### config.mk
export PLATFORM = sky130hd
export DESIGN_NAME = rdcd_queue
export DESIGN_NICKNAME = d
export VERILOG_FILES = /design/src/design/rdcd_pkg.sv /design/src/design/rdcd_queue.sv
export SDC_FILE = /design/constraint.sdc
export NUM_CORES = 1
export LEC_CHECK = 0
export BUFFER_PORTS_ARGS = -buffer_cell sky130_fd_sc_hd__buf_2
export CORE_MARGIN = 2
export CORE_UTILIZATION = 55
export DETAILED_ROUTE_END_ITERATION = 12
export HOLD_SLACK_MARGIN = 0.03
export PLACE_DENSITY_LB_ADDON = 0.15
export SETUP_SLACK_MARGIN = 0.2
export SKIP_LAST_GASP = 1
export SYNTH_ARGS = -nofsm -noshare
export SYNTH_HDL_FRONTEND = slang
export SYNTH_SLANG_ARGS = --single-unit
### constraint.sdc
create_clock -name clk -period 5.1 [get_ports clk]
set_input_delay 0.255 -clock clk [delete_from_list [all_inputs] [get_ports clk]]
set_output_delay 0.255 -clock clk [all_outputs]
set_load 0.1 [all_outputs]
### src/design/rdcd_pkg.sv
// Shared types, codes and constants for the rolling decimal counter display.
// No dependencies; every other design file imports this package.

package rdcd_pkg;

    // Fixed field widths of the channels.
    localparam int FUNC_W     = 3;
    localparam int VALUE_W    = 32;
    localparam int CFG_IDX_W  = 2;
    localparam int CFG_DATA_W = 16;
    localparam int THRESH_W   = 16;
    localparam int PERIOD_W   = 4;
    localparam int BCD_W      = 32;
    localparam int VIS_W      = 8;

    // Digit count defaults and the most digits the result fields can carry.
    localparam int DIGITS_DEFAULT = 8;
    localparam int MAX_SHOWN      = 8;

    // Depth of the queue between the front and the back end.
    localparam int QUEUE_DEPTH = 4;

    // Reciprocal of ten: (v * RECIP_10) >> 35 equals v / 10 for every 32-bit v,
    // and a shift by 36 gives v / 20.
    localparam logic [31:0] RECIP_10  = 32'hCCCC_CCCD;
    localparam int          SHIFT_DIV10 = 35;
    localparam int          SHIFT_DIV20 = 36;

    // Function codes of an incoming transaction.
    localparam logic [FUNC_W-1:0] FUNC_TICK   = 3'd0;
    localparam logic [FUNC_W-1:0] FUNC_ADD    = 3'd1;
    localparam logic [FUNC_W-1:0] FUNC_SET    = 3'd2;
    localparam logic [FUNC_W-1:0] FUNC_FINISH = 3'd3;
    localparam logic [FUNC_W-1:0] FUNC_CLEAR  = 3'd4;

    // Configuration register indexes.
    localparam logic [CFG_IDX_W-1:0] CFG_SNAP_THRESHOLD = 2'd0;
    localparam logic [CFG_IDX_W-1:0] CFG_SOUND_PERIOD   = 2'd1;
    localparam logic [CFG_IDX_W-1:0] CFG_ANIM_OFF       = 2'd2;

    // Configuration reset values.
    localparam logic [THRESH_W-1:0] SNAP_THRESHOLD_RST = 16'd30;
    localparam logic [PERIOD_W-1:0] SOUND_PERIOD_RST   = 4'd10;

    // Operation after classification by the front end.
    typedef enum logic [2:0] {
        OP_TICK,
        OP_ADD,
        OP_SET,
        OP_FINISH,
        OP_CLEAR,
        OP_NOP
    } op_t;

    // Current configuration.
    typedef struct packed {
        logic [THRESH_W-1:0] snap_threshold;
        logic [PERIOD_W-1:0] sound_period;
        logic                anim_off;
    } cfg_t;

    // One queued operation.
    typedef struct packed {
        op_t                op;
        logic [VALUE_W-1:0] amount;
    } q_entry_t;

    // Outcome of one operation before the digits are added.
    typedef struct packed {
        logic               updated;
        logic               sound;
        logic               animating;
        logic [VALUE_W-1:0] value;
    } result_t;

    // One stage of the digit pipeline.
    typedef struct packed {
        result_t            res;
        logic [VALUE_W-1:0] rest;
        logic [BCD_W-1:0]   bcd;
        logic [VIS_W-1:0]   vis;
    } dstage_t;

endpackage

### src/design/rdcd_queue.sv
// Short first-in first-out queue of classified operations between the front
// and the back end. Depends on rdcd_pkg.

module rdcd_queue
    import rdcd_pkg::*;
(
    input  logic     clk,
    input  logic     rst_n,
    input  logic     push,
    input  q_entry_t push_entry,
    input  logic     pop,
    output logic     full,
    output logic     head_valid,
    output q_entry_t head
);

    localparam int PTR_W = $clog2(QUEUE_DEPTH);
    localparam int CNT_W = $clog2(QUEUE_DEPTH + 1);

    q_entry_t           entries_reg [QUEUE_DEPTH];
    logic [PTR_W-1:0]   wr_ptr_reg;
    logic [PTR_W-1:0]   rd_ptr_reg;
    logic [CNT_W-1:0]   count_reg;
    logic [CNT_W-1:0]   count_next;

    assign full       = (count_reg == CNT_W'(QUEUE_DEPTH));
    assign head_valid = (count_reg != '0);
    assign head       = entries_reg[rd_ptr_reg];

    // Occupancy follows the push and pop strobes.
    always_comb
    begin
        count_next = count_reg;
        if (push && !pop)
        begin
            count_next = count_reg + 1'b1;
        end
        else if (pop && !push)
        begin
            count_next = count_reg - 1'b1;
        end
    end

    // Pointer and count registers.
    always_ff @(posedge clk or negedge rst_n)
    begin
        if (!rst_n)
        begin
            wr_ptr_reg <= '0;
            rd_ptr_reg <= '0;
            count_reg  <= '0;
        end
        else
        begin
            if (push)
            begin
                wr_ptr_reg <= (wr_ptr_reg == PTR_W'(QUEUE_DEPTH - 1)) ? '0 : wr_ptr_reg + 1'b1;
            end
            if (pop)
            begin
                rd_ptr_reg <= (rd_ptr_reg == PTR_W'(QUEUE_DEPTH - 1)) ? '0 : rd_ptr_reg + 1'b1;
            end
            count_reg <= count_next;
        end
    end

    // Entry storage.
    always_ff @(posedge clk)
    begin
        if (push)
        begin
            entries_reg[wr_ptr_reg] <= push_entry;
        end
    end

endmodule

==> impl_metrics.yaml <==
die:
  rows: 36
  core_um2: 9770
  boundaryPins: 76
  die_h_um: 104
  dieArea_um2: 10900
  initial_utilization_pct: 56.5
  die_width_um: 104
sta:
  setup_viol: 0
  timing.hold.ws_ns: 0.111
  worst_pin_slew_ns: 0.970
  maxSlewViolCount: 0
  slew-limit-headroom_pct: 35.3
  clock_skew_ns: 0.0109
  timing.final.crit_share_pct: 54.4
  finalSetupTns_ns: 0
  finalHoldViolCount: 0
  max_freq_ghz: 0.361
  rsz0062_at_grt: "no"
  fin_crit_ns: 2.77
setup_path:
  crit_slowest_cell: "mux4_1"
  crit_family: "buffers and inverters"
  crit_path_start: "rd_ptr_reg[0]"
  path_depth: 3
  r2r_start: "wr_ptr_reg[0]"
  critical_path_buf_inv_count: 2
  endpoint: "head[34]"
  crit_type: "reg -> out"
  crit_arrival_ns: 2.52
  r2r-end: "entries_reg[0][3]"
  critPathCaptureType: "output pin"
  start_kind: "flop"
  rr_worst_depth: 3
  reg2reg_slack_ns: 3.26
  cp.required_ns: 4.85
  worstPathCellList: "buf_4, mux4_1, buf_2"
  slowest_delay_ns: 0.62
  crit_fanout: 29
routing:
  viasPerCell: 5.27
  wirelength_um: 9090
  vias: 2589
  wl_met2_um: 4840
  met3_length_um: 299
  initialDrtViolationCount: 95
  ant_nets: 0
  first_pass_iters: 4
  remaining_drc_errors: 0
  routedWlPerCell_um: 18.5
  wl_met1_um: 3850
  highest_layer: "met4"
cells_and_area:
  fin_cells: 491
  layout-area-overhead-vs-synth_pct: 24.6
  antenna_cells: 0
  nets: 391
  drive_gt1_share_pct: 38.5
  largest_register_ffs: 140
clock_tree:
  cts_sinks: 147
  numCtsBuffers: 17
  clk_pin_slew_worst_paths_ns: 0.06
  cts_setup_buffers: 0
  clk_path_buf_depth: 2
  cts_tree: "done"
  cts_root_buf: "clkbuf_8"
  worstSkewPairLatency_ns: 0.52
  h-tree-depth: 4
placed_design:
  dpl.cell_count: 421
  io_buffer_count: 75
  dpl.hpwl_um: 4940
  gp_congestion: 0.649
logic_synthesis:
  synth_cells: 220
  syn-num-nets: 266
  synth_area_per_cell_um2: 25.1
  netlist.top_cell.by_area: "edfxtp_1"
  syn_area_um2: 5520
  synth_warnings: 0
  seq_area_frac_synth_pct: 79.3
  synth.top_cell.area_share_pct: 76.1
  ys_ff_latch: 147
  synth_cell_types: 19
  synthTopCellsByArea: "edfxtp_1 (76%), mux4_2 (11%), mux4_1 (3.3%)"
grt:
  grt_use_total_pct: 18.1
  grt_antenna_before_repair: 0
  grt_pass1_wl_um: 14400
  grt_max_degree: 38
  grt_pass1_vias: 2722
  grt_overflow_total: 0
outcome:
  status: "complete, no violations"
min_path:
  hold_path_class: "in -> async"
run:
  drv_cap: 0
==> cells in the final DEF, fill, tap and decap left out <==
cell	instances
clkbuf_1	2
bufinv_16	1
or3_1	1
dfrtp_2	2
buf_4	1
nand2_1	2
clkinvlp_4	4
clkinv_1	5
dfrtp_1	5
nor3b_1	1
xnor2_1	1
nor2_1	3
mux4_1	7
clkinv_2	3
o21ai_0	2
buf_2	75
fa_1	1
dlygate4sd3_1	38
clkbuf_8	1
clkbuf_16	16
edfxtp_1	140
xor2_1	2
inv_1	4
mux4_2	28
ha_1	6
and2_2	4
mux2_2	3
==> worst reg2reg max path, stage by stage (launching register included) <==
cell     delay [ns]
dfrtp_1        0.41
inv_1          0.11
ha_1           0.14
and2_2         0.78
==> per-stage QoR <==
step / util (%) / cell area, um^2 / setup slack (ns)
final: 70.4 / 6880 / 2.33
after global routing: 70.4 / 6880 / 2.17
after CTS: 70.4 / 6880 / 2.26
after detailed placement: 61.3 / 5990 / 2.81
after global placement: 61.3 / 5990 / 2.79
after floorplan: - / 5520 / 2.20
==> final cells by class <==
| type | instances | area, um^2 |
|---|---|---|
| Clock buffer | 19 | 422 |
| Clock inverter | 13 | 93.8 |
| Fill cell | 628 | 2890 |
| Inverter | 4 | 15.0 |
| Multi-Input combinational cell | 61 | 1040 |
| Sequential cell | 147 | 4380 |
| Tap cell | 133 | 166 |
| Timing Repair Buffer | 114 | 763 |
==> cell families after synthesis <==
logic type | share of synthesized area, %
simple gates | 1.04
fa+ha+maj | 1.72
flops | 79.3
compound gates | 0.181
mux | 15.4
buf+inv | 1.93
xor+xnor | 0.476
==> synthesized netlist by cell type <==
cell	count
buf_6	1
mux4_2	28
o21ai_0	2
nor2_1	3
inv_1	4
edfxtp_1	140
buf_2	4
dfrtp_1	7
ha_1	6
nor3b_1	1
xor2_1	2
mux4_1	7
or3_1	1
xnor2_1	1
and2_1	4
buf_12	3
nand2_1	2
fa_1	1
mux2_2	3
==> repair_timing <==
| item | CTS | global route |
|---|---|---|
| hold endpoints to repair | 151 | 0 |
| hold buffers | 38 | 0 |
| gates resized for setup | 0 | 0 |
==> metal layers <==
| metal | track usage, % | vias to the layer above |
|---|---|---|
| met5 | 0 | - |
| li1 | - | 1184 |
| met2 | 29.5 | 64 |
| met3 | 5.33 | 12 |
| met4 | 6.95 | 0 |
| met1 | 23.5 | 1329 |
==> worst min-delay path by stage <==
stage               startpoint             to  slack, ns  depth (start not counted)
global route             rst_n   count_reg[2]       0.12                          2
finish                   rst_n   count_reg[2]       0.11                          2
CTS                      rst_n  rd_ptr_reg[1]       0.07                          2
global placement         rst_n   count_reg[2]        0.1                          1
detailed placement       rst_n   count_reg[2]        0.1                          1
floorplan                rst_n   count_reg[0]      -0.04                          0
Power is not shown: default switching activity piles up to over one toggle a cycle in this logic, so the estimate is an artifact.
