===== src/design/rdcd_pkg.sv =====
// Shared types, codes and constants for the rolling decimal counter display.
// No dependencies; every other design file imports this package.

package rdcd_pkg;

    // Fixed field widths of the channels.
    localparam int FUNC_W     = 3;
    localparam int VALUE_W    = 32;
    localparam int CFG_IDX_W  = 2;
    localparam int CFG_DATA_W = 16;
    localparam int THRESH_W   = 16;
    localparam int PERIOD_W   = 4;
    localparam int BCD_W      = 32;
    localparam int VIS_W      = 8;

    // Digit count defaults and the most digits the result fields can carry.
    localparam int DIGITS_DEFAULT = 8;
    localparam int MAX_SHOWN      = 8;

    // Depth of the queue between the front and the back end.
    localparam int QUEUE_DEPTH = 4;

    // Reciprocal of ten: (v * RECIP_10) >> 35 equals v / 10 for every 32-bit v,
    // and a shift by 36 gives v / 20.
    localparam logic [31:0] RECIP_10  = 32'hCCCC_CCCD;
    localparam int          SHIFT_DIV10 = 35;
    localparam int          SHIFT_DIV20 = 36;

    // Function codes of an incoming transaction.
    localparam logic [FUNC_W-1:0] FUNC_TICK   = 3'd0;
    localparam logic [FUNC_W-1:0] FUNC_ADD    = 3'd1;
    localparam logic [FUNC_W-1:0] FUNC_SET    = 3'd2;
    localparam logic [FUNC_W-1:0] FUNC_FINISH = 3'd3;
    localparam logic [FUNC_W-1:0] FUNC_CLEAR  = 3'd4;

    // Configuration register indexes.
    localparam logic [CFG_IDX_W-1:0] CFG_SNAP_THRESHOLD = 2'd0;
    localparam logic [CFG_IDX_W-1:0] CFG_SOUND_PERIOD   = 2'd1;
    localparam logic [CFG_IDX_W-1:0] CFG_ANIM_OFF       = 2'd2;

    // Configuration reset values.
    localparam logic [THRESH_W-1:0] SNAP_THRESHOLD_RST = 16'd30;
    localparam logic [PERIOD_W-1:0] SOUND_PERIOD_RST   = 4'd10;

    // Operation after classification by the front end.
    typedef enum logic [2:0] {
        OP_TICK,
        OP_ADD,
        OP_SET,
        OP_FINISH,
        OP_CLEAR,
        OP_NOP
    } op_t;

    // Current configuration.
    typedef struct packed {
        logic [THRESH_W-1:0] snap_threshold;
        logic [PERIOD_W-1:0] sound_period;
        logic                anim_off;
    } cfg_t;

    // One queued operation.
    typedef struct packed {
        op_t                op;
        logic [VALUE_W-1:0] amount;
    } q_entry_t;

    // Outcome of one operation before the digits are added.
    typedef struct packed {
        logic               updated;
        logic               sound;
        logic               animating;
        logic [VALUE_W-1:0] value;
    } result_t;

    // One stage of the digit pipeline.
    typedef struct packed {
        result_t            res;
        logic [VALUE_W-1:0] rest;
        logic [BCD_W-1:0]   bcd;
        logic [VIS_W-1:0]   vis;
    } dstage_t;

endpackage


===== src/design/rdcd_exec.sv =====
// Back end: owns the target value, the shown value and the sound phase, and
// carries out one queued operation at a time. Depends on rdcd_pkg.

module rdcd_exec
    import rdcd_pkg::*;
(
    input  logic     clk,
    input  logic     rst_n,
    input  cfg_t     cfg,
    input  logic     head_valid,
    input  q_entry_t head,
    output logic     pop,
    output logic     res_valid,
    input  logic     res_ready,
    output result_t  res
);

    // A tick is evaluated first and applied in the following cycle.
    typedef enum logic [1:0] {
        S_EVAL  = 2'b01,
        S_APPLY = 2'b10
    } state_t;

    state_t               state_reg;
    state_t               state_next;
    logic [VALUE_W-1:0]   target_reg;
    logic [VALUE_W-1:0]   target_next;
    logic [VALUE_W-1:0]   disp_reg;
    logic [VALUE_W-1:0]   disp_next;
    logic [PERIOD_W-1:0]  phase_reg;
    logic [PERIOD_W-1:0]  phase_next;

    // Tick evaluation results carried into the apply cycle.
    logic                 neq_reg;
    logic                 snap_reg;
    logic                 neg_reg;
    logic [VALUE_W-1:0]   mag_reg;

    logic [VALUE_W-1:0]   diff;
    logic [VALUE_W-1:0]   mag;
    logic                 snap;
    logic                 eval_tick;
    logic [2*VALUE_W-1:0] prod;
    logic [VALUE_W-1:0]   quot;
    logic [VALUE_W-1:0]   step;
    logic [PERIOD_W-1:0]  period;
    logic [PERIOD_W:0]    phase_inc;

    // Signed distance, its magnitude and the snap decision.
    assign diff      = target_reg - disp_reg;
    assign mag       = diff[VALUE_W-1] ? (~diff + 1'b1) : diff;
    assign snap      = cfg.anim_off || (mag < {{(VALUE_W-THRESH_W){1'b0}}, cfg.snap_threshold});
    assign eval_tick = (state_reg == S_EVAL) && head_valid && (head.op == OP_TICK);

    // Animated step: magnitude over twenty by reciprocal multiplication.
    assign prod = {{VALUE_W{1'b0}}, mag_reg} * {{VALUE_W{1'b0}}, RECIP_10};
    assign quot = VALUE_W'(prod >> SHIFT_DIV20);
    assign step = neg_reg ? (~quot + 1'b1) : quot;

    // Sound phase arithmetic; a period of zero acts as one.
    assign period    = (cfg.sound_period == '0) ? PERIOD_W'(1) : cfg.sound_period;
    assign phase_inc = {1'b0, phase_reg} + 1'b1;

    // A result is offered for every non-tick operation at once and for a tick
    // in its apply cycle.
    assign res_valid = ((state_reg == S_EVAL) && head_valid && (head.op != OP_TICK))
                       || (state_reg == S_APPLY);
    assign pop       = res_valid && res_ready;

    always_comb
    begin
        state_next    = state_reg;
        target_next   = target_reg;
        disp_next     = disp_reg;
        phase_next    = phase_reg;
        res.updated   = 1'b0;
        res.sound     = 1'b0;
        res.animating = (disp_reg != target_reg);
        unique case (state_reg)
            S_EVAL:
            begin
                if (eval_tick)
                begin
                    state_next = S_APPLY;
                end
                else
                begin
                    unique case (head.op)
                        OP_ADD:
                        begin
                            target_next   = target_reg + head.amount;
                            phase_next    = '0;
                            res.animating = (disp_reg != target_next);
                        end
                        OP_SET:
                        begin
                            target_next   = head.amount;
                            res.animating = (disp_reg != head.amount);
                        end
                        OP_FINISH:
                        begin
                            disp_next     = target_reg + 1'b1;
                            res.animating = 1'b1;
                        end
                        OP_CLEAR:
                        begin
                            target_next   = '0;
                            disp_next     = '0;
                            phase_next    = '0;
                            res.animating = 1'b0;
                        end
                        default:
                        begin
                            res.animating = (disp_reg != target_reg);
                        end
                    endcase
                end
            end
            S_APPLY:
            begin
                if (res_ready)
                begin
                    state_next = S_EVAL;
                end
                if (neq_reg && snap_reg)
                begin
                    disp_next     = target_reg;
                    res.updated   = 1'b1;
                    res.animating = 1'b0;
                end
                else if (neq_reg)
                begin
                    // The step is always smaller than the distance, so the
                    // counter keeps animating after a moving tick.
                    disp_next     = disp_reg + step;
                    phase_next    = (phase_inc >= {1'b0, period}) ? '0 : phase_inc[PERIOD_W-1:0];
                    res.sound     = (phase_reg == '0);
                    res.updated   = 1'b1;
                    res.animating = 1'b1;
                end
                else
                begin
                    res.animating = 1'b0;
                end
            end
            default:
            begin
                state_next = S_EVAL;
            end
        endcase
        res.value = disp_next;
    end

    // Target, shown value and sound phase change only when the result transaction is taken.
    always_ff @(posedge clk or negedge rst_n)
    begin
        if (!rst_n)
        begin
            state_reg  <= S_EVAL;
            target_reg <= '0;
            disp_reg   <= '0;
            phase_reg  <= '0;
        end
        else
        begin
            state_reg <= state_next;
            if (pop)
            begin
                target_reg <= target_next;
                disp_reg   <= disp_next;
                phase_reg  <= phase_next;
            end
        end
    end

    // Tick evaluation registers.
    always_ff @(posedge clk)
    begin
        if (eval_tick)
        begin
            neq_reg  <= (diff != '0);
            snap_reg <= snap;
            neg_reg  <= diff[VALUE_W-1];
            mag_reg  <= mag;
        end
    end

endmodule


===== config.mk =====
export PLATFORM = sky130hd
export DESIGN_NAME = rdcd_exec
export DESIGN_NICKNAME = d
export VERILOG_FILES = /design/src/design/rdcd_pkg.sv /design/src/design/rdcd_exec.sv
export SDC_FILE = /design/constraint.sdc
export NUM_CORES = 2
export LEC_CHECK = 0
export BUFFER_PORTS_ARGS = -buffer_cell sky130_fd_sc_hd__buf_2
export CAP_MARGIN = 5
export CORE_ASPECT_RATIO = 0.9
export CORE_UTILIZATION = 50
export DETAILED_ROUTE_END_ITERATION = 16
export GPL_ROUTABILITY_DRIVEN = 0
export HOLD_SLACK_MARGIN = 0.12
export PLACE_DENSITY = 0.68
export RECOVER_POWER = 100
export SLEW_MARGIN = 25
export SYNTH_ARGS = -nofsm -noshare
export SYNTH_HDL_FRONTEND = slang
export SYNTH_SLANG_ARGS = --single-unit

===== constraint.sdc =====
create_clock -name clk -period 25 [get_ports clk]
set_input_delay 1.25 -clock clk [delete_from_list [all_inputs] [get_ports clk]]
set_output_delay 1.25 -clock clk [all_outputs]
set_load 0.05 [all_outputs]

==> results_dict.tcl <==
set metrics [dict create \
    grt_max_degree 71 \
    slowest_stage "nor4_1" \
    top_layer_used "met5" \
    cts-resized-gates 0 \
    cts-root-buf "clkbuf_16" \
    n_fill_cell 5854 \
    arrival_ns 13.49 \
    die_area_mm2 0.0643 \
    maxSlewViolCount 188 \
    route.met2.wl_mm 45.4 \
    ff_latch_area_mm2 0.00280 \
    fin_crit_sh_pct 59.0 \
    grt_use_total_pct 32.6 \
    synth_area_per_cell_um2 8.69 \
    drt-total-wl_mm 103 \
    drtIter0Drc 2605 \
    dr_wl_met3_mm 9.93 \
    drt-pass1-iter-count 6 \
    drc 0 \
    tightest_slew_ns 4.22 \
    numCtsBuffers 9 \
    yosys_most_used_dff "dfrtp_1" \
    syn_area_mm2 0.0317 \
    cts.clk_slew.worst_paths_ns 0.10 \
    timing.rr.start "mag_reg[20]$_DFFE_PP_" \
    drtAntennaViolNets 0 \
    htreeDepth 3 \
    dp_hpwl_mm 86.8 \
    yosysMostFrequentCell "inv_1" \
    drive_above_1_share_pct 4.26 \
    synth_fp_nets 4561 \
    grt_pass1_vias 26293 \
    dieHeight_um 241 \
    grt_antenna_before_repair 2 \
    required_ns 23.75 \
    worst-path-max-fanout 8 \
    violations "max-capacitance violations, max-slew violations" \
    grt_pass1_wl_mm 158 \
    yosysWarnings 0 \
    ys_types 116 \
    fmax_mhz 67.8 \
    finalNetCount 4571 \
    synth.yosys.seq_area_share_pct 8.86 \
    report.final.hold_viol_count 0 \
    dieWidth_um 267 \
    coreArea_mm2 0.0626 \
    wl_met1_mm 42.6 \
    insertion_delay_ns 0.42 \
    synth_top_cell_area_share_pct 24.8 \
    max_cap_violations 4 \
    synthToLayoutAreaGrowth_pct 4.49 \
    vias_per_cell 6.01 \
    synth_cells 3643 \
    synth_common_cells "637 x inv_1, 466 x ha_1, 392 x fa_1" \
    hold_buffers 0 \
    finalSetupTns_ns 0 \
    hold_path.class "flop to flop" \
    synth-edff-count 35 \
    vias 27071 \
    cpPeakStageDelay_ns 1.19 \
    synthTopCellsByArea "fa_1 25%, ha_1 18%, inv_1 7.6%" \
    cts_max_path_buffers 2 \
    cp-start-kind "flop" \
    synthArstFlopShare_pct 66.7 \
    rows 87 \
    io_pins 97 \
    worstSetupPathType "flop to output pin" \
    fin_worst_skew_ns 0.0152 \
    cpMostUsedCell "fa_1" \
    maxSlewHeadroom_pct -182 \
    wl_per_cell_um 22.9 \
    grt_overflow_total 0 \
    clkSinkCount 105 \
    rsz0062_at_grt "no" \
    cts_tree "built" \
    start_util_pct 50.6 \
    setup_viol 0 \
    synth.largest_area_cell "fa_1" \
    synth-seq-cells 105 \
    utilization_pct 52.8 \
    critical_path.startpoint "mag_reg[20]$_DFFE_PP_" \
    io_buffers 96 \
    finalCriticalPeriod_ns 14.74 \
    status "finished with violations" \
    min_from "state_reg[0]$_DFFE_PN1P_" \
    endpoint_kind "output pin" \
    post_cts_buffers 0 \
    multi_input_area_mm2 0.0259 \
]
[routing by layer]
layer / global-route usage, % / up-vias
met3: 7.16 / 221
met4: 14.2 / 4
met1: 44.4 / 13117
li1: - / 12472
met2: 49.9 / 1257
met5: 0 / -
[worst paths after layout]
check / endpoint / slack, ns / cells after the start
max: res[31] / 10.26 / 40
min: state_reg[0]$_DFFE_PN1P_ / 0.58 / 1
max reg2reg: disp_reg[31]$_DFFE_PN0P_ / 12.22 / 39
min reg2reg: state_reg[0]$_DFFE_PN1P_ / 0.58 / 1
max in group asynchronous: disp_reg[18]$_DFFE_PN0P_ / 20.30 / 1
min in group asynchronous: target_reg[11]$_DFFE_PN0P_ / 2.28 / 1
[stage by stage]
stage	worst slack (ns)	instances	hold slack, ns	area [um^2]
after CTS	11.09	4502	0.560	33200
after detailed placement	11.66	4486	0.545	32900
after global routing	9.38	4503	0.606	33100
after global placement	11.80	4486	0.549	32900
after floorplan	12.78	3643	0.522	31700
final	10.26	4504	0.581	33100
[worst max-delay path, delay by kind of cell (launching register included)]
family | cells | cell delay [ns]
flops | 1 | 0.55
xor+xnor | 2 | 0.28
simple gates | 8 | 2.90
buf+inv | 7 | 0.77
compound gates | 12 | 3.38
mux | 1 | 0.33
fa+ha+maj | 10 | 4.82
[cell families (layout without fill, tap and decap cells)]
kind of cell / Yosys count / after routing / synth area share, %
adder cells (fa/ha/maj): 858 / 858 / 43.2
AO/OA/AOI/OAI: 834 / 834 / 17.6
AND/OR/NAND/NOR: 801 / 801 / 12.8
buffers and inverters: 754 / 769 / 9.03
XOR/XNOR: 253 / 253 / 7.17
flip-flops: 105 / 105 / 8.86
multiplexers: 38 / 38 / 1.26
other: 0 / 1 / 0
[layout by cell type, fill, tap and decap left out, types with 57 or more instances in the layout]
cell,instances
fa_1,392
nor2_1,140
xnor2_1,161
a21oi_1,203
a21o_1,100
nand3_1,66
inv_1,639
nand2_1,267
nor3_1,57
dfrtp_1,69
o21ai_0,185
xor2_1,88
ha_1,466
[layout make-up]
type,count,area share [%]
repair buffers,113,1.66
inverters,640,7.26
clock buffers,9,0.681
flip-flops and latches,105,8.48
clock inverters,7,0.284
well taps,845,3.20
multi-input cells,2784,78.4
diodes,1,0.00757
Power is left out: the tool's default activity adds up to more than one toggle a clock period on the data nets, which glitch-free logic cannot reach.
