`src/design/rdcd_pkg.sv`:
```
// Shared types, codes and constants for the rolling decimal counter display.
// No dependencies; every other design file imports this package.

package rdcd_pkg;

    // Fixed field widths of the channels.
    localparam int FUNC_W     = 3;
    localparam int VALUE_W    = 32;
    localparam int CFG_IDX_W  = 2;
    localparam int CFG_DATA_W = 16;
    localparam int THRESH_W   = 16;
    localparam int PERIOD_W   = 4;
    localparam int BCD_W      = 32;
    localparam int VIS_W      = 8;

    // Digit count defaults and the most digits the result fields can carry.
    localparam int DIGITS_DEFAULT = 8;
    localparam int MAX_SHOWN      = 8;

    // Depth of the queue between the front and the back end.
    localparam int QUEUE_DEPTH = 4;

    // Reciprocal of ten: (v * RECIP_10) >> 35 equals v / 10 for every 32-bit v,
    // and a shift by 36 gives v / 20.
    localparam logic [31:0] RECIP_10  = 32'hCCCC_CCCD;
    localparam int          SHIFT_DIV10 = 35;
    localparam int          SHIFT_DIV20 = 36;

    // Function codes of an incoming transaction.
    localparam logic [FUNC_W-1:0] FUNC_TICK   = 3'd0;
    localparam logic [FUNC_W-1:0] FUNC_ADD    = 3'd1;
    localparam logic [FUNC_W-1:0] FUNC_SET    = 3'd2;
    localparam logic [FUNC_W-1:0] FUNC_FINISH = 3'd3;
    localparam logic [FUNC_W-1:0] FUNC_CLEAR  = 3'd4;

    // Configuration register indexes.
    localparam logic [CFG_IDX_W-1:0] CFG_SNAP_THRESHOLD = 2'd0;
    localparam logic [CFG_IDX_W-1:0] CFG_SOUND_PERIOD   = 2'd1;
    localparam logic [CFG_IDX_W-1:0] CFG_ANIM_OFF       = 2'd2;

    // Configuration reset values.
    localparam logic [THRESH_W-1:0] SNAP_THRESHOLD_RST = 16'd30;
    localparam logic [PERIOD_W-1:0] SOUND_PERIOD_RST   = 4'd10;

    // Operation after classification by the front end.
    typedef enum logic [2:0] {
        OP_TICK,
        OP_ADD,
        OP_SET,
        OP_FINISH,
        OP_CLEAR,
        OP_NOP
    } op_t;

    // Current configuration.
    typedef struct packed {
        logic [THRESH_W-1:0] snap_threshold;
        logic [PERIOD_W-1:0] sound_period;
        logic                anim_off;
    } cfg_t;

    // One queued operation.
    typedef struct packed {
        op_t                op;
        logic [VALUE_W-1:0] amount;
    } q_entry_t;

    // Outcome of one operation before the digits are added.
    typedef struct packed {
        logic               updated;
        logic               sound;
        logic               animating;
        logic [VALUE_W-1:0] value;
    } result_t;

    // One stage of the digit pipeline.
    typedef struct packed {
        result_t            res;
        logic [VALUE_W-1:0] rest;
        logic [BCD_W-1:0]   bcd;
        logic [VIS_W-1:0]   vis;
    } dstage_t;

endpackage

```
`src/design/rdcd_front.sv`:
```
// Front end: holds the configuration registers, accepts command transactions
// and classifies them into queue entries. Depends on rdcd_pkg.

module rdcd_front
    import rdcd_pkg::*;
(
    input  logic                  clk,
    input  logic                  rst_n,
    input  logic                  cmd_valid,
    output logic                  cmd_ready,
    input  logic [FUNC_W-1:0]     cmd_func,
    input  logic [VALUE_W-1:0]    cmd_amount,
    input  logic                  cfg_valid,
    output logic                  cfg_ready,
    input  logic [CFG_IDX_W-1:0]  cfg_index,
    input  logic [CFG_DATA_W-1:0] cfg_data,
    input  logic                  q_full,
    output logic                  push,
    output q_entry_t              push_entry,
    output cfg_t                  cfg
);

    cfg_t cfg_reg;
    cfg_t cfg_next;

    // Configuration writes are always taken.
    assign cfg_ready = 1'b1;
    assign cfg       = cfg_reg;

    always_comb
    begin
        cfg_next = cfg_reg;
        if (cfg_valid)
        begin
            case (cfg_index)
                CFG_SNAP_THRESHOLD: cfg_next.snap_threshold = cfg_data[THRESH_W-1:0];
                CFG_SOUND_PERIOD:   cfg_next.sound_period   = cfg_data[PERIOD_W-1:0];
                CFG_ANIM_OFF:       cfg_next.anim_off       = cfg_data[0];
                default:            cfg_next                = cfg_reg;
            endcase
        end
    end

    always_ff @(posedge clk or negedge rst_n)
    begin
        if (!rst_n)
        begin
            cfg_reg.snap_threshold <= SNAP_THRESHOLD_RST;
            cfg_reg.sound_period   <= SOUND_PERIOD_RST;
            cfg_reg.anim_off       <= 1'b0;
        end
        else
        begin
            cfg_reg <= cfg_next;
        end
    end

    // A command transaction is accepted whenever the queue has room.
    assign cmd_ready = !q_full;
    assign push      = cmd_valid && cmd_ready;

    // Decode the function code; unused codes become a no-op.
    always_comb
    begin
        push_entry.amount = cmd_amount;
        unique case (cmd_func)
            FUNC_TICK:   push_entry.op = OP_TICK;
            FUNC_ADD:    push_entry.op = OP_ADD;
            FUNC_SET:    push_entry.op = OP_SET;
            FUNC_FINISH: push_entry.op = OP_FINISH;
            FUNC_CLEAR:  push_entry.op = OP_CLEAR;
            default:     push_entry.op = OP_NOP;
        endcase
    end

endmodule

```
`config.mk`:
```
export PLATFORM = sky130hd
export DESIGN_NAME = rdcd_front
export DESIGN_NICKNAME = d
export VERILOG_FILES = /design/src/design/rdcd_pkg.sv /design/src/design/rdcd_front.sv
export SDC_FILE = /design/constraint.sdc
export NUM_CORES = 1
export LEC_CHECK = 0
export BUFFER_PORTS_ARGS = -buffer_cell sky130_fd_sc_hd__buf_2
export CAP_MARGIN = 20
export CORE_ASPECT_RATIO = 1.5
export CORE_MARGIN = 2
export CORE_UTILIZATION = 29
export CTS_CLUSTER_DIAMETER = 50
export DETAILED_ROUTE_END_ITERATION = 16
export PLACE_DENSITY = 0.71
export SLEW_MARGIN = 25
export SYNTH_ARGS = -nofsm -noshare
export SYNTH_HDL_FRONTEND = slang
export SYNTH_SLANG_ARGS = --single-unit
```
`constraint.sdc`:
```
create_clock -name clk -period 1.6 [get_ports clk]
set_input_delay 0.08 -clock clk [delete_from_list [all_inputs] [get_ports clk]]
set_output_delay 0.08 -clock clk [all_outputs]
set_load 0.02 [all_outputs]
```
==> flow_metrics.tcl, run 1 <==
set metrics [dict create \
    dpl.cell_count 145 \
    crit_path_max_incr_delay_ps 540 \
    worstSetupEndpointType "output port" \
    clock_path_buffers 2 \
    remaining_drc_errors 0 \
    syn-num-nets 143 \
    setup_ws_ps 575.2 \
    place_hpwl_um 1784 \
    track_usage 0.1040 \
    syn_avg_cell_area_sq_um 12.91 \
    yosysSeqAreaShare 0.4857 \
    critical-path-top-delay-family "flip-flops" \
    finalSetupTns_ps 0 \
    first_pass_iters 3 \
    fill_cells 366 \
    post-place-ws_ps 442.5 \
    min_period_ps 1025 \
    vias 681 \
    rows 27 \
    cts-buffers-inserted 3 \
    gp_congestion 0.6223 \
    fmax_mhz 975.8 \
    dpl_cell_area_sq_mm 0.001147 \
    irDropWorstVdd_mv 0.5324 \
    outcome "complete, no violations" \
    grt_pass1_vias 754 \
    path_max_fanout 2 \
    totalPowerFinal_w 0.001461 \
    crit_type "reg2out" \
    hold_class "in2reg" \
    avgViaCountPerCell 4.540 \
    drive_above_1_share 0.7850 \
    grt_max_degree 22 \
    hold_viol 0 \
    core-area_sq_mm 0.003649 \
    cts_root_buffer "clkbuf_8" \
    drv_cap 0 \
    io_pins 117 \
    crit_slowest_cell "dfstp_2" \
    cts-resized-gates 0 \
    setup_viol 0 \
    drt_first_iter_violations 2 \
    path_cells "buf_2" \
    syn_to_final_growth_pct 9.692 \
    grt_overflow_total 0 \
    cts_tree "built" \
    syn-cell-area_sq_mm 0.001097 \
    port_buffers 51 \
    synth_seq_cells 21 \
    largest_reg_flops 21 \
    cp-start-kind "register" \
    final_area_sq_mm 0.001204 \
    synth_cell_types 12 \
    clk_pin_slew_ps 80 \
    yosys_warnings 0 \
    worstPathArrival_ps 940 \
    netlist_instances 85 \
    antenna_found_initial 0 \
    final_max_slew_viol_count 0 \
    fin_crit_sh 0.6405 \
    chipWidth_um 54.23 \
    die-height_um 79.34 \
    clkSinkCount 21 \
    diodes 0 \
    leakage_nw 0.5889 \
    rsz0062_at_grt "no" \
    critPathRequiredTime_ps 1520 \
    cts_hold_buf 1 \
    clkLatencyLatePin_ps 250 \
    routed_wl_um 2231 \
    skew_ps 0 \
    die_area_sq_mm 0.004302 \
    htreeDepth 1 \
    fin_cells 150 \
    post_cts_buffers 0 \
    power.density_mw_per_mm2 1213 \
    grt_pass1_wl_um 3243 \
    antenna_left 0 \
    fin_nets 166 \
    wl_per_cell_um 14.87 \
    path_buf_inv 1 \
    start_util 0.3008 \
]
-- stage by stage --
stage            util  hold WS [ps]
4_1_cts        0.3299         39.45
3_5_place_dp   0.3145         68.49
2_1_floorplan       -        -215.6
6_report       0.3299         50.96
5_1_grt        0.3299         39.54
3_3_place_gp   0.3145         52.19
-- per-layer routing --
layer / vias to the layer above / track usage / share of wire
met2: 53 / 0.1904 / 0.51
met1: 318 / 0.08156 / 0.29
met5: - / 0 / 0
met4: 0 / 0.08000 / 0.069
met3: 24 / 0.03571 / 0.13
li1: 286 / - / -
-- area by class of cell --
| type | count | area, sq um | area share |
|---|---|---|---|
| sequential | 21 | 533.0 | 0.4428 |
| multi-input combinational | 28 | 294.0 | 0.2443 |
| timing repair buffer | 53 | 272.8 | 0.2266 |
| tap | 43 | 53.80 | 0.04470 |
| clock buffer | 3 | 41.29 | 0.03430 |
| clock inverter | 1 | 5.005 | 0.004158 |
| inverter | 1 | 3.754 | 0.003119 |
-- power breakdown --
part	switching, W	leakage (nW)	internal, W
registers	0.0000452	0.241	0.000652
clock network	0.000169	0.0255	0.000173
logic	0.000241	0.323	0.000181
-- cells by family (layout without fill, tap and decap cells) --
family                 after synthesis  after routing  synth area share
buffers and inverters               36             58            0.2463
muxes                               21             21            0.2155
DFF                                 21             21            0.4857
and+or+nand+nor                      5              5           0.04219
other                                1              1          0.003417
AOI/OAI and AO/OA                    1              1          0.006844
-- cell usage in the layout (no fill, tap or decap), drive strengths merged --
cell / Yosys / layout
nor2b: 2 / 2
dfstp: 6 / 6
conb: 1 / 1
dfrtp: 15 / 15
inv: 1 / 1
clkbuf: 1 / 3
nor3b: 1 / 1
buf: 34 / 52
mux2: 21 / 21
clkinv: 0 / 1
nand3b: 2 / 2
a21o: 1 / 1
dlygate4sd3: 0 / 1
-- Yosys cell counts --
| library cell | number | area share |
|---|---|---|
| buf_4 | 33 | 0.23 |
| mux2_2 | 21 | 0.22 |
| dfrtp_1 | 15 | 0.34 |
| dfstp_2 | 6 | 0.14 |
| nand3b_1 | 2 | 0.014 |
| nor2b_1 | 2 | 0.011 |
| a21o_1 | 1 | 0.0068 |
| buf_8 | 1 | 0.014 |
| clkbuf_1 | 1 | 0.0034 |
| conb_1 | 1 | 0.0034 |
| inv_1 | 1 | 0.0034 |
| nor3b_4 | 1 | 0.017 |
-- final timing paths --
kind / from / end / slack (ps) / cells after the start
setup / recovery: cfg[6] / cfg[6] / 580 / 1
hold / removal: cfg_data[10] / cfg[15] / 50 / 2
setup reg to reg: cfg[1] / cfg[1] / 830 / 1
hold reg to reg: cfg[13] / cfg[13] / 500 / 1
max in group asynchronous: rst_n / cfg[9] / 940 / 2
min in group asynchronous: rst_n / cfg[1] / 310 / 2
Power figures use the tool's default switching activity.
==> inputs of run 2 (changes only) <==
- ABC_AREA: not set -> 1
- PLACE_DENSITY: 0.71 -> 0.69
- clock period: 1.6 -> 1 ns (I/O delays scaled with it)
==> flow_metrics.tcl, run 2 <==
set metrics [dict create \
    grt_max_degree 22 \
    skew_ps 0 \
    synth_cell_types 15 \
    rsz0062_at_grt "yes" \
    outcome "complete, no violations" \
    post-place-ws_ps 232.2 \
    final_max_slew_viol_count 0 \
    reg2reg_setup_slack_ps 210 \
    grt_pass1_wl_um 3864 \
    netlist_instances 136 \
    dpl_cell_area_sq_mm 0.001214 \
    first_pass_iters 4 \
    syn_avg_cell_area_sq_um 8.556 \
    drt_first_iter_violations 41 \
    min_period_ps 972.0 \
    synth_top_area_cell "dfrtp_1" \
    leakage_nw 0.7551 \
    syn_to_final_growth_pct 12.69 \
    clkSinkCount 21 \
    synthArstFlopShare 1.000 \
    worstPathArrival_ps 920 \
    path_max_fanout 2 \
    yosysSeqAreaShare 0.4581 \
    port_buffers 51 \
    fin_crit_sh 0.9720 \
    cts_root_buffer "clkbuf_8" \
    fmax_mhz 1029 \
    setup_viol 0 \
    core-area_sq_mm 0.003889 \
    die-height_um 81.58 \
    yosys_warnings 0 \
    grt_overflow_total 0 \
    fill_cells 433 \
    yosysMostFrequentCell "nand2_1" \
    antenna_found_initial 0 \
    hold_viol 0 \
    routed_wl_um 2443 \
    synth_seq_cells 21 \
    clock_path_buffers 2 \
    worstSetupEndpointType "output port" \
    ys.flop_type "dfrtp_1" \
    chipWidth_um 55.72 \
    cts-buffers-inserted 3 \
    wl_per_cell_um 12.03 \
    layout_commonest_cell "buf_2" \
    io_pins 117 \
    setup_ws_ps 27.98 \
    layout_common_cells "45 x buf_2, 42 x nand2_1, 18 x nand3_1" \
    grt_pass1_vias 873 \
    totalPowerFinal_w 0.002301 \
    htreeDepth 1 \
    start_util 0.2992 \
    finalSetupTns_ps 0 \
    critPathRequiredTime_ps 950 \
    crit_type "reg2out" \
    die_area_sq_mm 0.004546 \
    remaining_drc_errors 0 \
    cts_tree "built" \
    clkLatencyLatePin_ps 260 \
    synth_enable_flop_cells 0 \
    cp-start-kind "register" \
    diodes 0 \
    largest_reg_flops 21 \
    syn-cell-area_sq_mm 0.001164 \
    fin_nets 217 \
    place_hpwl_um 1839 \
    antenna_left 0 \
    gp_congestion 0.7309 \
    track_usage 0.1059 \
    drv_cap 0 \
    critical-path-top-delay-family "flip-flops" \
    synth_top_area_frac 0.3226 \
    synth.top_cells.by_count "42 x nand2_1, 34 x buf_4, 18 x nand3_1, 15 x dfrtp_1, 6 x dfstp_2" \
    power.density_mw_per_mm2 1755 \
    hold_class "in2reg" \
    rows 28 \
    crit_path_max_incr_delay_ps 550 \
    syn-num-nets 194 \
    path_buf_inv 1 \
    vias 898 \
    final_area_sq_mm 0.001311 \
    drive_above_1_share 0.4304 \
    avgViaCountPerCell 4.424 \
    irDropWorstVdd_mv 0.7456 \
    crit_slowest_cell "dfstp_2" \
    clk_pin_slew_ps 80 \
    post_synth_main_area_contributors "dfrtp_1 32%, buf_4 22%, dfstp_2 14%" \
    path_cells "buf_6" \
]
==> run 2: changes by cell type in the layout (fill, tap and decap cells not counted), sizes merged <==
cell / previous run / this run
nand4: 0 / 5
nor2: 0 / 3
nand3: 0 / 18
nor3b: 1 / 0
nand3b: 2 / 0
inv: 1 / 5
nor2b: 2 / 0
mux2: 21 / 0
nand2: 0 / 43
buf: 52 / 56
==> run 2: through the flow <==
step           std cells  hold WS (ps)    util
6_report             203         11.25  0.3372
5_1_grt              203         12.03  0.3372
4_1_cts              202         6.004  0.3304
3_5_place_dp         197         42.12  0.3121
3_3_place_gp         197         28.08  0.3121
2_1_floorplan        136        -245.6       -
==> run 2: final timing paths <==
| check | startpoint | endpoint | cells after the start |
|---|---|---|---|
| min in group asynchronous | rst_n | cfg[14] | 2 |
| hold reg to reg | cfg[20] | cfg[20] | 2 |
| setup / recovery | cfg[2] | cfg[2] | 1 |
| setup reg to reg | cfg[9] | cfg[9] | 3 |
| hold / removal | cfg_data[4] | cfg[9] | 3 |
| max in group asynchronous | rst_n | cfg[9] | 2 |
==> run 2: cell type report <==
cell class | instances | area [sq um] | area share
clock buffer | 3 | 41.29 | 0.03149
inverter | 5 | 18.77 | 0.01431
timing repair buffer | 57 | 336.6 | 0.2567
clock inverter | 1 | 5.005 | 0.003817
multi-input combinational | 71 | 320.3 | 0.2443
sequential | 21 | 533.0 | 0.4065
tap | 45 | 56.30 | 0.04294
==> run 2: repair_timing <==
item | 4_1_cts | 5_1_grt
buffers inserted | 0 | 1
hold buffers | 1 | 0
resized for setup | 6 | 5
hold endpoints to repair | 15 | 0
endpoints found under the setup margin | 6 | 6
==> run 2: power breakdown <==
part	total, W	switching (W)	internal, W	leakage (nW)
Sequential	0.00109	0.0000779	0.00101	0.250
Clock	0.000551	0.000274	0.000277	0.0255
Combinational	0.000659	0.000399	0.000260	0.480
==> run 2: metal layers <==
| metal | GRT usage | routed length [um] | up-vias |
|---|---|---|---|
| met3 | 0.02520 | 257 | 8 |
| met5 | 0 | 0 | - |
| li1 | - | - | 436 |
| met1 | 0.1229 | 998 | 405 |
| met4 | 0.05122 | 38 | 0 |
| met2 | 0.1833 | 1148 | 49 |
==> run 2: logic make-up (layout without fill, tap and decap cells) <==
group	count (synthesis)	after routing	synth area share
AOI/OAI and AO/OA	1	1	0.006454
buffers and inverters	44	66	0.2667
DFF	21	21	0.4581
other	1	1	0.003223
and+or+nand+nor	69	69	0.2656
==> run 2: worst min-delay path, delay by kind of cell <==
kind                   cells  cell delay, ps
buffers and inverters      1              90
and+or+nand+nor            2             120
